File: config.mk
export PLATFORM = sky130hd
export DESIGN_NAME = unicycle_pose_integrator_with_lag_flat
export DESIGN_NICKNAME = d
export VERILOG_FILES = /design/src/rtl/upil_pkg.sv /design/src/rtl/upil_cmd_if.sv /design/src/rtl/upil_res_if.sv /design/src/rtl/upil_mul.sv /design/src/rtl/unicycle_pose_integrator_with_lag.sv /design/src/flat_wrapper.sv
export SDC_FILE = /design/constraint.sdc
export NUM_CORES = 2
export LEC_CHECK = 0
export BUFFER_PORTS_ARGS = -buffer_cell sky130_fd_sc_hd__clkbuf_2
export CORE_AREA = 5 5 445 447
export DETAILED_ROUTE_END_ITERATION = 12
export DIE_AREA = 0 0 450 452
export PLACE_DENSITY = 0.5
export SLEW_MARGIN = 5
export SYNTH_ARGS = -nofsm -noshare
export SYNTH_HDL_FRONTEND = slang
export SYNTH_SLANG_ARGS = --single-unit
File: constraint.sdc
create_clock -name clk_i -period 15.8 [get_ports clk_i]
set_input_delay 3.16 -clock clk_i [delete_from_list [all_inputs] [get_ports clk_i]]
set_output_delay 3.16 -clock clk_i [all_outputs]
set_load 0.02 [all_outputs]
File: src/rtl/upil_pkg.sv
// shared types and constants for the unicycle pose integrator
package upil_pkg;

  localparam int unsigned MUL_W = 32;
  localparam int unsigned CFG_W = 24;
  localparam int unsigned CFG_IDX_W = 2;

  typedef enum logic [1:0] {
    ACT_TICK  = 2'd0,
    ACT_CMD   = 2'd1,
    ACT_CLEAR = 2'd2,
    ACT_NONE  = 2'd3
  } action_e;

  typedef enum logic [CFG_IDX_W-1:0] {
    CFG_DECAY = 2'd0,
    CFG_DEAD  = 2'd1,
    CFG_TICK  = 2'd2,
    CFG_SPARE = 2'd3
  } cfg_idx_e;

  typedef logic signed [15:0] lin_t;
  typedef logic signed [23:0] turn_t;
  typedef logic signed [31:0] pos_t;

endpackage

File: src/rtl/upil_cmd_if.sv
// command channel carrying one input word
interface upil_cmd_if;
  logic              valid;
  logic              ready;
  upil_pkg::action_e action;
  upil_pkg::lin_t    lin_speed_cmd;
  upil_pkg::turn_t   turn_rate_cmd;

  modport source (output valid, action, lin_speed_cmd, turn_rate_cmd, input ready);
  modport sink   (input valid, action, lin_speed_cmd, turn_rate_cmd, output ready);
endinterface

File: src/rtl/upil_res_if.sv
// result channel carrying pose and speeds
interface upil_res_if;
  logic            valid;
  logic            ready;
  upil_pkg::pos_t  pos_x;
  upil_pkg::pos_t  pos_y;
  upil_pkg::pos_t  heading;
  upil_pkg::lin_t  lin_speed_now;
  upil_pkg::turn_t turn_rate_now;

  modport source (output valid, pos_x, pos_y, heading, lin_speed_now, turn_rate_now,
                  input ready);
  modport sink   (input valid, pos_x, pos_y, heading, lin_speed_now, turn_rate_now,
                  output ready);
endinterface

File: src/rtl/upil_mul.sv
// shared unsigned multiplier with registered product
module upil_mul (
  input  logic                           clk_i,
  input  logic [upil_pkg::MUL_W-1:0]     a_i,
  input  logic [upil_pkg::MUL_W-1:0]     b_i,
  output logic [2*upil_pkg::MUL_W-1:0]   prod_o
);

  logic [2*upil_pkg::MUL_W-1:0] prod_q;

  always_ff @(posedge clk_i) begin
    prod_q <= a_i * b_i;
  end

  assign prod_o = prod_q;

endmodule

File: src/rtl/unicycle_pose_integrator_with_lag.sv
// top level: unicycle pose integrator with first-order speed lag
//
// usage
//   cmd_i takes one word per item: a tick, a new speed command, a state clear,
//   or the unused code which only reports the state. every accepted word gives
//   exactly one result word on res_o with pose, heading and present speeds.
//   cmd_i.ready is high only while the block is idle; one item at a time.
// sequencing
//   a tick runs the sequencer through its steps, then hands over the result:
//   every product goes through one shared 32x32 multiplier, 20 products per
//   tick (two speed gaps, two 7-product sine evaluations, travel, x, y, turn).
//   commands, clears and the unused code skip the sequencer and go straight
//   to handing over the result.
// reset and stall
//   rst_ni clears the state and loads the register defaults (1 ms tick).
//   a result waits in its registers while res_o.ready is low; no new word is
//   taken until it has gone.
// config port takes writes at any edge with cfg_we_i; use it while idle
module unicycle_pose_integrator_with_lag (
  input  logic                               clk_i,
  input  logic                               rst_ni,
  upil_cmd_if.sink                           cmd_i,
  upil_res_if.source                         res_o,
  input  logic                               cfg_we_i,
  input  logic [upil_pkg::CFG_IDX_W-1:0]     cfg_idx_i,
  input  logic [upil_pkg::CFG_W-1:0]         cfg_data_i
);

  localparam int unsigned MW = upil_pkg::MUL_W;
  localparam logic [30:0] ONE_Q30 = 31'h4000_0000;

  // sequencer step numbers
  localparam int unsigned SIN_LEN = 7;
  localparam logic [4:0] S_GAP_LIN  = 5'd0;
  localparam logic [4:0] S_GAP_TURN = 5'd1;
  localparam logic [4:0] S_SIN_A    = 5'd2;
  localparam logic [4:0] S_SIN_B    = 5'(S_SIN_A + SIN_LEN);
  localparam logic [4:0] S_SPD      = 5'(S_SIN_B + SIN_LEN);
  localparam logic [4:0] S_DX       = 5'(S_SPD + 1);
  localparam logic [4:0] S_DY       = 5'(S_SPD + 2);
  localparam logic [4:0] S_ANG      = 5'(S_SPD + 3);
  localparam logic [4:0] S_END      = 5'(S_SPD + 4);

  typedef enum logic [2:0] {
    ST_IDLE = 3'b001,
    ST_CALC = 3'b010,
    ST_DONE = 3'b100
  } state_e;

  // sine polynomial coefficients, Q2.30 scaled
  function automatic logic [31:0] sin_coef(input logic [2:0] k);
    logic [31:0] c;
    case (k)
      3'd0:    c = 32'd1686629713;
      3'd1:    c = 32'd693598669;
      3'd2:    c = 32'd85569305;
      3'd3:    c = 32'd5026997;
      3'd4:    c = 32'd172272;
      default: c = 32'd3864;
    endcase
    return c;
  endfunction

  // signed 32-bit accumulate with saturation
  function automatic logic signed [31:0] sat_add(input logic signed [31:0] a,
                                                 input logic [24:0] dm,
                                                 input logic neg);
    logic signed [33:0] s;
    logic signed [33:0] d;
    d = $signed({9'd0, dm});
    s = neg ? ({{2{a[31]}}, a} - d) : ({{2{a[31]}}, a} + d);
    if (s > 34'sd2147483647) return 32'sh7fff_ffff;
    if (s < -34'sd2147483648) return 32'sh8000_0000;
    return s[31:0];
  endfunction

  state_e state_q, state_d;
  logic [4:0] step_q, step_d;

  logic [15:0] decay_q, dead_q;
  logic [23:0] tick_q;

  upil_pkg::lin_t  tgt_lin_q, tgt_lin_d, spd_lin_q, spd_lin_d;
  upil_pkg::turn_t tgt_turn_q, tgt_turn_d, spd_turn_q, spd_turn_d;
  logic [15:0]     ticks_q, ticks_d;
  upil_pkg::pos_t  px_q, px_d, py_q, py_d;
  logic [31:0]     ang_q, ang_d;

  // sequencer scratch
  logic [30:0] sa_q, sa_d, sb_q, sb_d;
  logic [31:0] z_q, z_d, m_q, m_d;

  logic [MW-1:0]   op_a, op_b;
  logic [2*MW-1:0] prod;

  upil_mul u_mul (
    .clk_i  (clk_i),
    .a_i    (op_a),
    .b_i    (op_b),
    .prod_o (prod)
  );

  // speed gaps and their magnitudes
  logic signed [16:0] gap_lin;
  logic signed [24:0] gap_turn;
  logic [16:0] gap_lin_mag;
  logic [24:0] gap_turn_mag;
  logic [16:0] new_lin;
  logic [24:0] new_turn;
  logic        active;
  logic [15:0] spd_lin_mag;
  logic [23:0] spd_turn_mag;

  assign gap_lin      = 17'($signed(tgt_lin_q)) - 17'($signed(spd_lin_q));
  assign gap_turn     = 25'($signed(tgt_turn_q)) - 25'($signed(spd_turn_q));
  assign gap_lin_mag  = gap_lin[16] ? 17'(-gap_lin) : 17'(gap_lin);
  assign gap_turn_mag = gap_turn[24] ? 25'(-gap_turn) : 25'(gap_turn);
  assign new_lin  = gap_lin[16] ? (17'($signed(tgt_lin_q)) + prod[32:16])
                                : (17'($signed(tgt_lin_q)) - prod[32:16]);
  assign new_turn = gap_turn[24] ? (25'($signed(tgt_turn_q)) + prod[40:16])
                                 : (25'($signed(tgt_turn_q)) - prod[40:16]);
  assign active       = ticks_q > dead_q;
  assign spd_lin_mag  = spd_lin_q[15] ? 16'(-spd_lin_q) : 16'(spd_lin_q);
  assign spd_turn_mag = spd_turn_q[23] ? 24'(-spd_turn_q) : 24'(spd_turn_q);

  // sine windows: j is the step inside one evaluation
  logic        in_sin_a, in_sin_b, in_sin;
  logic [4:0]  sin_j_full;
  logic [2:0]  sin_j;
  logic [30:0] sin_u;
  logic [31:0] horner_p;
  logic [31:0] prod_q30;
  logic [30:0] sin_res;

  assign in_sin_a   = (step_q >= S_SIN_A) && (step_q < S_SIN_B);
  assign in_sin_b   = (step_q >= S_SIN_B) && (step_q < S_SPD);
  assign in_sin     = in_sin_a || in_sin_b;
  assign sin_j_full = in_sin_b ? (step_q - S_SIN_B) : (step_q - S_SIN_A);
  assign sin_j      = sin_j_full[2:0];
  assign sin_u      = in_sin_b ? (ONE_Q30 - {1'b0, ang_q[29:0]}) : {1'b0, ang_q[29:0]};
  assign prod_q30   = prod[61:30];
  assign horner_p   = sin_coef(3'(3'd6 - sin_j)) - prod_q30;
  assign sin_res    = (prod_q30 > 32'(ONE_Q30)) ? ONE_Q30 : prod_q30[30:0];

  // quadrant picks sine and cosine magnitudes and signs
  logic [30:0] cm, sm;
  logic        cneg, sneg;
  assign cm   = ang_q[30] ? sa_q : sb_q;
  assign sm   = ang_q[30] ? sb_q : sa_q;
  assign sneg = ang_q[31];
  assign cneg = ang_q[31] ^ ang_q[30];

  logic [48:0] round8;
  assign round8 = prod[48:0] + 49'd128;

  // position step rounded to nearest, q.16 out of q.24 times q1.30
  logic [62:0] round38;
  assign round38 = prod[62:0] + (63'd1 << 37);

  // multiplier operand selection
  always_comb begin
    op_a = '0;
    op_b = '0;
    if (step_q == S_GAP_LIN) begin
      op_a = MW'(gap_lin_mag);
      op_b = MW'(decay_q);
    end else if (step_q == S_GAP_TURN) begin
      op_a = MW'(gap_turn_mag);
      op_b = MW'(decay_q);
    end else if (in_sin) begin
      if (sin_j == 3'd0) begin
        op_a = MW'(sin_u);
        op_b = MW'(sin_u);
      end else if (sin_j == 3'd1) begin
        op_a = sin_coef(3'd5);
        op_b = prod_q30;
      end else if (sin_j == 3'(SIN_LEN - 1)) begin
        op_a = horner_p;
        op_b = MW'(sin_u);
      end else begin
        op_a = horner_p;
        op_b = z_q;
      end
    end else if (step_q == S_SPD) begin
      op_a = MW'(spd_lin_mag);
      op_b = MW'(tick_q);
    end else if (step_q == S_DX) begin
      op_a = round8[39:8];
      op_b = MW'(cm);
    end else if (step_q == S_DY) begin
      op_a = m_q;
      op_b = MW'(sm);
    end else if (step_q == S_ANG) begin
      op_a = MW'(spd_turn_mag);
      op_b = MW'(tick_q);
    end
  end

  // sequencer and state update
  always_comb begin
    state_d    = state_q;
    step_d     = step_q;
    tgt_lin_d  = tgt_lin_q;
    tgt_turn_d = tgt_turn_q;
    spd_lin_d  = spd_lin_q;
    spd_turn_d = spd_turn_q;
    ticks_d    = ticks_q;
    px_d       = px_q;
    py_d       = py_q;
    ang_d      = ang_q;
    sa_d       = sa_q;
    sb_d       = sb_q;
    z_d        = z_q;
    m_d        = m_q;
    unique case (state_q)
      ST_IDLE: begin
        if (cmd_i.valid) begin
          state_d = ST_DONE;
          unique case (cmd_i.action)
            upil_pkg::ACT_TICK: begin
              state_d = ST_CALC;
              step_d  = S_GAP_LIN;
              if (ticks_q != 16'hffff) ticks_d = ticks_q + 16'd1;
            end
            upil_pkg::ACT_CMD: begin
              tgt_lin_d  = cmd_i.lin_speed_cmd;
              tgt_turn_d = cmd_i.turn_rate_cmd;
              ticks_d    = '0;
            end
            upil_pkg::ACT_CLEAR: begin
              tgt_lin_d  = '0;
              tgt_turn_d = '0;
              spd_lin_d  = '0;
              spd_turn_d = '0;
              ticks_d    = '0;
              px_d       = '0;
              py_d       = '0;
              ang_d      = '0;
            end
            upil_pkg::ACT_NONE: ;
            default: ;
          endcase
        end
      end
      ST_CALC: begin
        step_d = step_q + 5'd1;
        if (step_q == S_GAP_TURN && active) spd_lin_d = new_lin[15:0];
        if (step_q == S_SIN_A && active) spd_turn_d = new_turn[23:0];
        if (in_sin && sin_j == 3'd1) z_d = prod_q30;
        if (step_q == S_SIN_B) sa_d = sin_res;
        if (step_q == S_SPD) sb_d = sin_res;
        if (step_q == S_DX) m_d = round8[39:8];
        if (step_q == S_DY) px_d = sat_add(px_q, round38[62:38], spd_lin_q[15] ^ cneg);
        if (step_q == S_ANG) py_d = sat_add(py_q, round38[62:38], spd_lin_q[15] ^ sneg);
        if (step_q == S_END) begin
          ang_d   = spd_turn_q[23] ? (ang_q - round8[39:8]) : (ang_q + round8[39:8]);
          state_d = ST_DONE;
        end
      end
      ST_DONE: begin
        if (res_o.ready) state_d = ST_IDLE;
      end
      default: state_d = ST_IDLE;
    endcase
  end

  always_ff @(posedge clk_i or negedge rst_ni) begin
    if (!rst_ni) begin
      state_q    <= ST_IDLE;
      step_q     <= '0;
      decay_q    <= '0;
      dead_q     <= '0;
      tick_q     <= 24'd16777;
      tgt_lin_q  <= '0;
      tgt_turn_q <= '0;
      spd_lin_q  <= '0;
      spd_turn_q <= '0;
      ticks_q    <= '0;
      px_q       <= '0;
      py_q       <= '0;
      ang_q      <= '0;
    end else begin
      state_q    <= state_d;
      step_q     <= step_d;
      tgt_lin_q  <= tgt_lin_d;
      tgt_turn_q <= tgt_turn_d;
      spd_lin_q  <= spd_lin_d;
      spd_turn_q <= spd_turn_d;
      ticks_q    <= ticks_d;
      px_q       <= px_d;
      py_q       <= py_d;
      ang_q      <= ang_d;
      if (cfg_we_i) begin
        unique case (upil_pkg::cfg_idx_e'(cfg_idx_i))
          upil_pkg::CFG_DECAY: decay_q <= cfg_data_i[15:0];
          upil_pkg::CFG_DEAD:  dead_q  <= cfg_data_i[15:0];
          upil_pkg::CFG_TICK:  tick_q  <= cfg_data_i;
          upil_pkg::CFG_SPARE: ;
          default: ;
        endcase
      end
    end
  end

  // scratch registers, no reset needed
  always_ff @(posedge clk_i) begin
    sa_q <= sa_d;
    sb_q <= sb_d;
    z_q  <= z_d;
    m_q  <= m_d;
  end

  assign cmd_i.ready         = (state_q == ST_IDLE);
  assign res_o.valid         = (state_q == ST_DONE);
  assign res_o.pos_x         = px_q;
  assign res_o.pos_y         = py_q;
  assign res_o.heading       = ang_q;
  assign res_o.lin_speed_now = spd_lin_q;
  assign res_o.turn_rate_now = spd_turn_q;

  // a tick word starts the sequencer at its first step
  a_tick_start: assert property (@(posedge clk_i) disable iff (!rst_ni)
    (cmd_i.valid && cmd_i.ready && cmd_i.action == upil_pkg::ACT_TICK)
      |=> (state_q == ST_CALC && step_q == S_GAP_LIN))
    else $error("tick did not start sequencer");

  // the step counter never runs past the last step
  a_step_bound: assert property (@(posedge clk_i) disable iff (!rst_ni)
    (state_q == ST_CALC) |-> (step_q <= S_END))
    else $error("sequencer step out of range");

  // pose holds until its own update steps
  a_pose_hold: assert property (@(posedge clk_i) disable iff (!rst_ni)
    (state_q == ST_CALC && step_q < S_DY) |=> ($stable(px_q) && $stable(ang_q)))
    else $error("pose changed early in tick");

endmodule
File: src/flat_wrapper.sv
// flat-port wrapper written by rule: the top's interface ports become plain ports
module unicycle_pose_integrator_with_lag_flat 
  (clk_i, rst_ni, cfg_we_i, cfg_idx_i, cfg_data_i, cmd_i_valid, cmd_i_action, cmd_i_lin_speed_cmd, cmd_i_turn_rate_cmd, cmd_i_ready, res_o_valid, res_o_pos_x, res_o_pos_y, res_o_heading, res_o_lin_speed_now, res_o_turn_rate_now, res_o_ready);
  upil_cmd_if cmd_i_i ();
  upil_res_if res_o_i ();
  input  logic clk_i;
  input  logic rst_ni;
  input  logic cfg_we_i;
  input  logic [upil_pkg::CFG_IDX_W-1:0] cfg_idx_i;
  input  logic [upil_pkg::CFG_W-1:0] cfg_data_i;
  input wire logic [$bits(cmd_i_i.valid)-1:0] cmd_i_valid;
  input wire logic [$bits(cmd_i_i.action)-1:0] cmd_i_action;
  input wire logic [$bits(cmd_i_i.lin_speed_cmd)-1:0] cmd_i_lin_speed_cmd;
  input wire logic [$bits(cmd_i_i.turn_rate_cmd)-1:0] cmd_i_turn_rate_cmd;
  output wire logic [$bits(cmd_i_i.ready)-1:0] cmd_i_ready;
  output wire logic [$bits(res_o_i.valid)-1:0] res_o_valid;
  output wire logic [$bits(res_o_i.pos_x)-1:0] res_o_pos_x;
  output wire logic [$bits(res_o_i.pos_y)-1:0] res_o_pos_y;
  output wire logic [$bits(res_o_i.heading)-1:0] res_o_heading;
  output wire logic [$bits(res_o_i.lin_speed_now)-1:0] res_o_lin_speed_now;
  output wire logic [$bits(res_o_i.turn_rate_now)-1:0] res_o_turn_rate_now;
  input wire logic [$bits(res_o_i.ready)-1:0] res_o_ready;
  assign cmd_i_i.valid = cmd_i_valid;
  assign cmd_i_i.action = cmd_i_action;
  assign cmd_i_i.lin_speed_cmd = cmd_i_lin_speed_cmd;
  assign cmd_i_i.turn_rate_cmd = cmd_i_turn_rate_cmd;
  assign cmd_i_ready = cmd_i_i.ready;
  assign res_o_valid = res_o_i.valid;
  assign res_o_pos_x = res_o_i.pos_x;
  assign res_o_pos_y = res_o_i.pos_y;
  assign res_o_heading = res_o_i.heading;
  assign res_o_lin_speed_now = res_o_i.lin_speed_now;
  assign res_o_turn_rate_now = res_o_i.turn_rate_now;
  assign res_o_i.ready = res_o_ready;
  unicycle_pose_integrator_with_lag u_core (.clk_i(clk_i), .rst_ni(rst_ni), .cmd_i(cmd_i_i), .res_o(res_o_i), .cfg_we_i(cfg_we_i), .cfg_idx_i(cfg_idx_i), .cfg_data_i(cfg_data_i));
endmodule
==> run metrics <==
wire per inst between 20 and 30 µm; DP HPWL about 210 mm; max frequency just under 70 MHz; clock buffer count from CTS 49; synth warn 0; share of cells above drive strength 1 ~8.6%; clock skew between 0.07 and 0.08 ns; Skew-Pair Late Insertion Delay roughly 0.69 ns; Layout fillers 19.89k; clock-pin slew on the worst setup and hold paths about 0.08 ns; I/O pin count 211; setup_tns 0 ns; largest net degree at the start of global routing 91; r2r worst-path depth just under 50; CTS Root Cell clkbuf_16; Clock Sinks approximately 440; Avg Vias per Cell ~5.6; CTS tree done; Seq/Total Area, Yosys ~17%; final net count slightly above 9k; final setup fails 0; Slew @ Worst Pin around 1.3 ns; crit-path max cell delay about 0.76 ns; core area slightly below 0.2 mm²; H-tree depth 2; EDFF count, synth roughly 130; Yosys cell types around 110; commonest non-fill, non-tap cells in the layout inv_1 (1,181), fa_1 (901), nand2_1 (869); die area slightly above 0.2 mm²; Mapped Cells ~7.8k; Worst R2R End u_core.u_mul.prod_o[52]; post-route cell area roughly 0.073 mm²; max-cap viol count 0; most common cell after layout, fill and taps aside inv_1; DR vias ~58k; Initial DRT Pass Iterations 6; post-CTS setup buffer count 0; GRT Util Overall 25.77%; P&R area growth vs syn 9.212%; Buffers on Ports 210; Die Wd 450 µm; Final Hold Vio Count 0; die height 452 µm; worst hold path type reg -> reg; Site Rows between 150 and 200; r2r setup slk 1.06 ns; DRC violations left 0; Startpoint Class flop; critical path class reg -> reg; crit end category flop; GR Overflow Total 0; most used cell, CP fa_1; RSZ-0062 raised after global routing no; initial antenna violation count 12; cell area after synthesis 0.06728 mm²; Crit path arrival time 15.31 ns; placed cell area a little over 0.07 mm²; Main synth FF type dfrtp_1; routability cong. 0.9577; reg2reg start u_core.step_q[0]; slew margin rel. around 14%; starting density of the core between 30% and 40%; Worst setup startpoint u_core.step_q[0]; status completed; vias in the first global route roughly 59k; Clock Path Buffers 3; Worst setup endpoint u_core.u_mul.prod_o[52]; FFs w/ async S/R, synth between 50% and 60%; routed wire length about 270 mm; clock period minus worst slack 14.74 ns; CP Max Fanout 20; Tcrit/Tclk final roughly 93%; Max Slew Vio Count 0; required time worst endpoint ~16 ns; first-pass GRT wire length roughly 390 mm; remaining antenna violation count 0; Yosys reg bits 438; CP max stage cell dfrtp_1; initial DRC count 5,475; Avg Cell Area, Syn roughly 8.7 µm²; Mapped Nets a little over 9k
## through the flow
step	utilization, %	hold slack, ns	instances	setup slack, ns
floorplan	-	0.4029	7763	3.871
global placement	37.01	0.4897	10320	1.499
detailed placement	37.01	0.4948	10320	1.177
CTS	37.91	0.5106	10410	1.088
global route	37.91	0.5263	10410	0.06216
finish	37.92	0.5071	10410	1.063
## state kept, by name, indices dropped and copies added (netlist names)
signal / count
u_core.state_q: 3
u_core.tgt_turn_q: 24
u_core.z_q: 32
u_core.tick_q: 24
u_core.res_o.pos_y: 32
u_core.dead_q: 16
u_core.sb_q: 31
u_core.res_o.turn_rate_now: 24
u_core.res_o.heading: 32
u_core.ticks_q: 16
u_core.res_o.lin_speed_now: 16
u_core.res_o.pos_x: 32
u_core.decay_q: 16
u_core.step_q: 5
u_core.sa_q: 31
u_core.m_q: 32
u_core.u_mul.prod_o: 56
u_core.tgt_lin_q: 16
## area by class of cell
class	count	area, µm²	share of cell area, %
multi-input cells	5766	50380	68.56
flip-flops and latches	438	11320	15.40
inverters	1183	4441	6.043
well taps	2542	3181	4.328
repair buffers	387	2402	3.269
clock buffers	60	1365	1.858
clock inverters	31	376.6	0.5125
diodes	6	15.01	0.02043
## layer usage
metal / share of wire (%) / GRT usage, % / wire length (µm)
met1: 44 / 35.71 / 117200
met2: 45 / 40.84 / 119800
met3: 7.3 / 4.175 / 19420
met4: 4.2 / 9.172 / 11110
met5: 0.0071 / 0 / 19
## kinds of logic after synthesis
family                   count (synthesis)  synth area share [%]
buffers and inverters                 1559                 8.822
XOR/XNOR                               515                 6.726
AO/OA/AOI/OAI                         1371                 14.02
adder cells (fa/ha/maj)               1399                 36.04
flip-flops                             438                 16.82
multiplexers                            74                 1.231
AND/OR/NAND/NOR                       2407                 16.34
## worst min path at each step
stage                     slack (ns)                     from  cells after the start           endpoint
after floorplan                 0.40  u_core.u_mul.prod_o[47]                      0     u_core.z_q[17]
after global routing            0.53        u_core.decay_q[1]                      1  u_core.decay_q[1]
after CTS                       0.51         u_core.dead_q[2]                      1   u_core.dead_q[2]
after detailed placement        0.49         u_core.dead_q[2]                      1   u_core.dead_q[2]
after global placement          0.49         u_core.dead_q[1]                      1   u_core.dead_q[1]
final                           0.51        u_core.dead_q[14]                      1  u_core.dead_q[14]
## cell usage after synthesis, drive strengths merged (119+ instances only)
master,count,area [µm²]
xnor2,373,3267
edfxtp,126,3784
xor2,141,1235
nand2b,144,900.9
nand2,869,3262
nor2,726,2735
inv,1182,4437
a21oi,281,1410
clkbuf,295,1109
fa,901,18040
dfrtp,250,6256
nor3,119,610.6
ha,490,6131
o21ai,304,1525
## critical path: cells and delay by family, from the launching register on
| kind | cells | cell delay (ns) |
|---|---|---|
| xor+xnor | 2 | 0.30 |
| buf+inv | 7 | 1.00 |
| fa+ha+maj | 13 | 5.46 |
| flops | 1 | 0.76 |
| simple gates | 8 | 2.13 |
| compound gates | 19 | 4.91 |
## repair_timing
item                       in CTS  in global routing
hold buffers                    0                  0
gates resized for setup         0                  1
setup endpoints to repair       0                  1
Power is left out: the tool's default activity adds up to more than one toggle a clock period on the data nets, which glitch-free logic cannot reach.
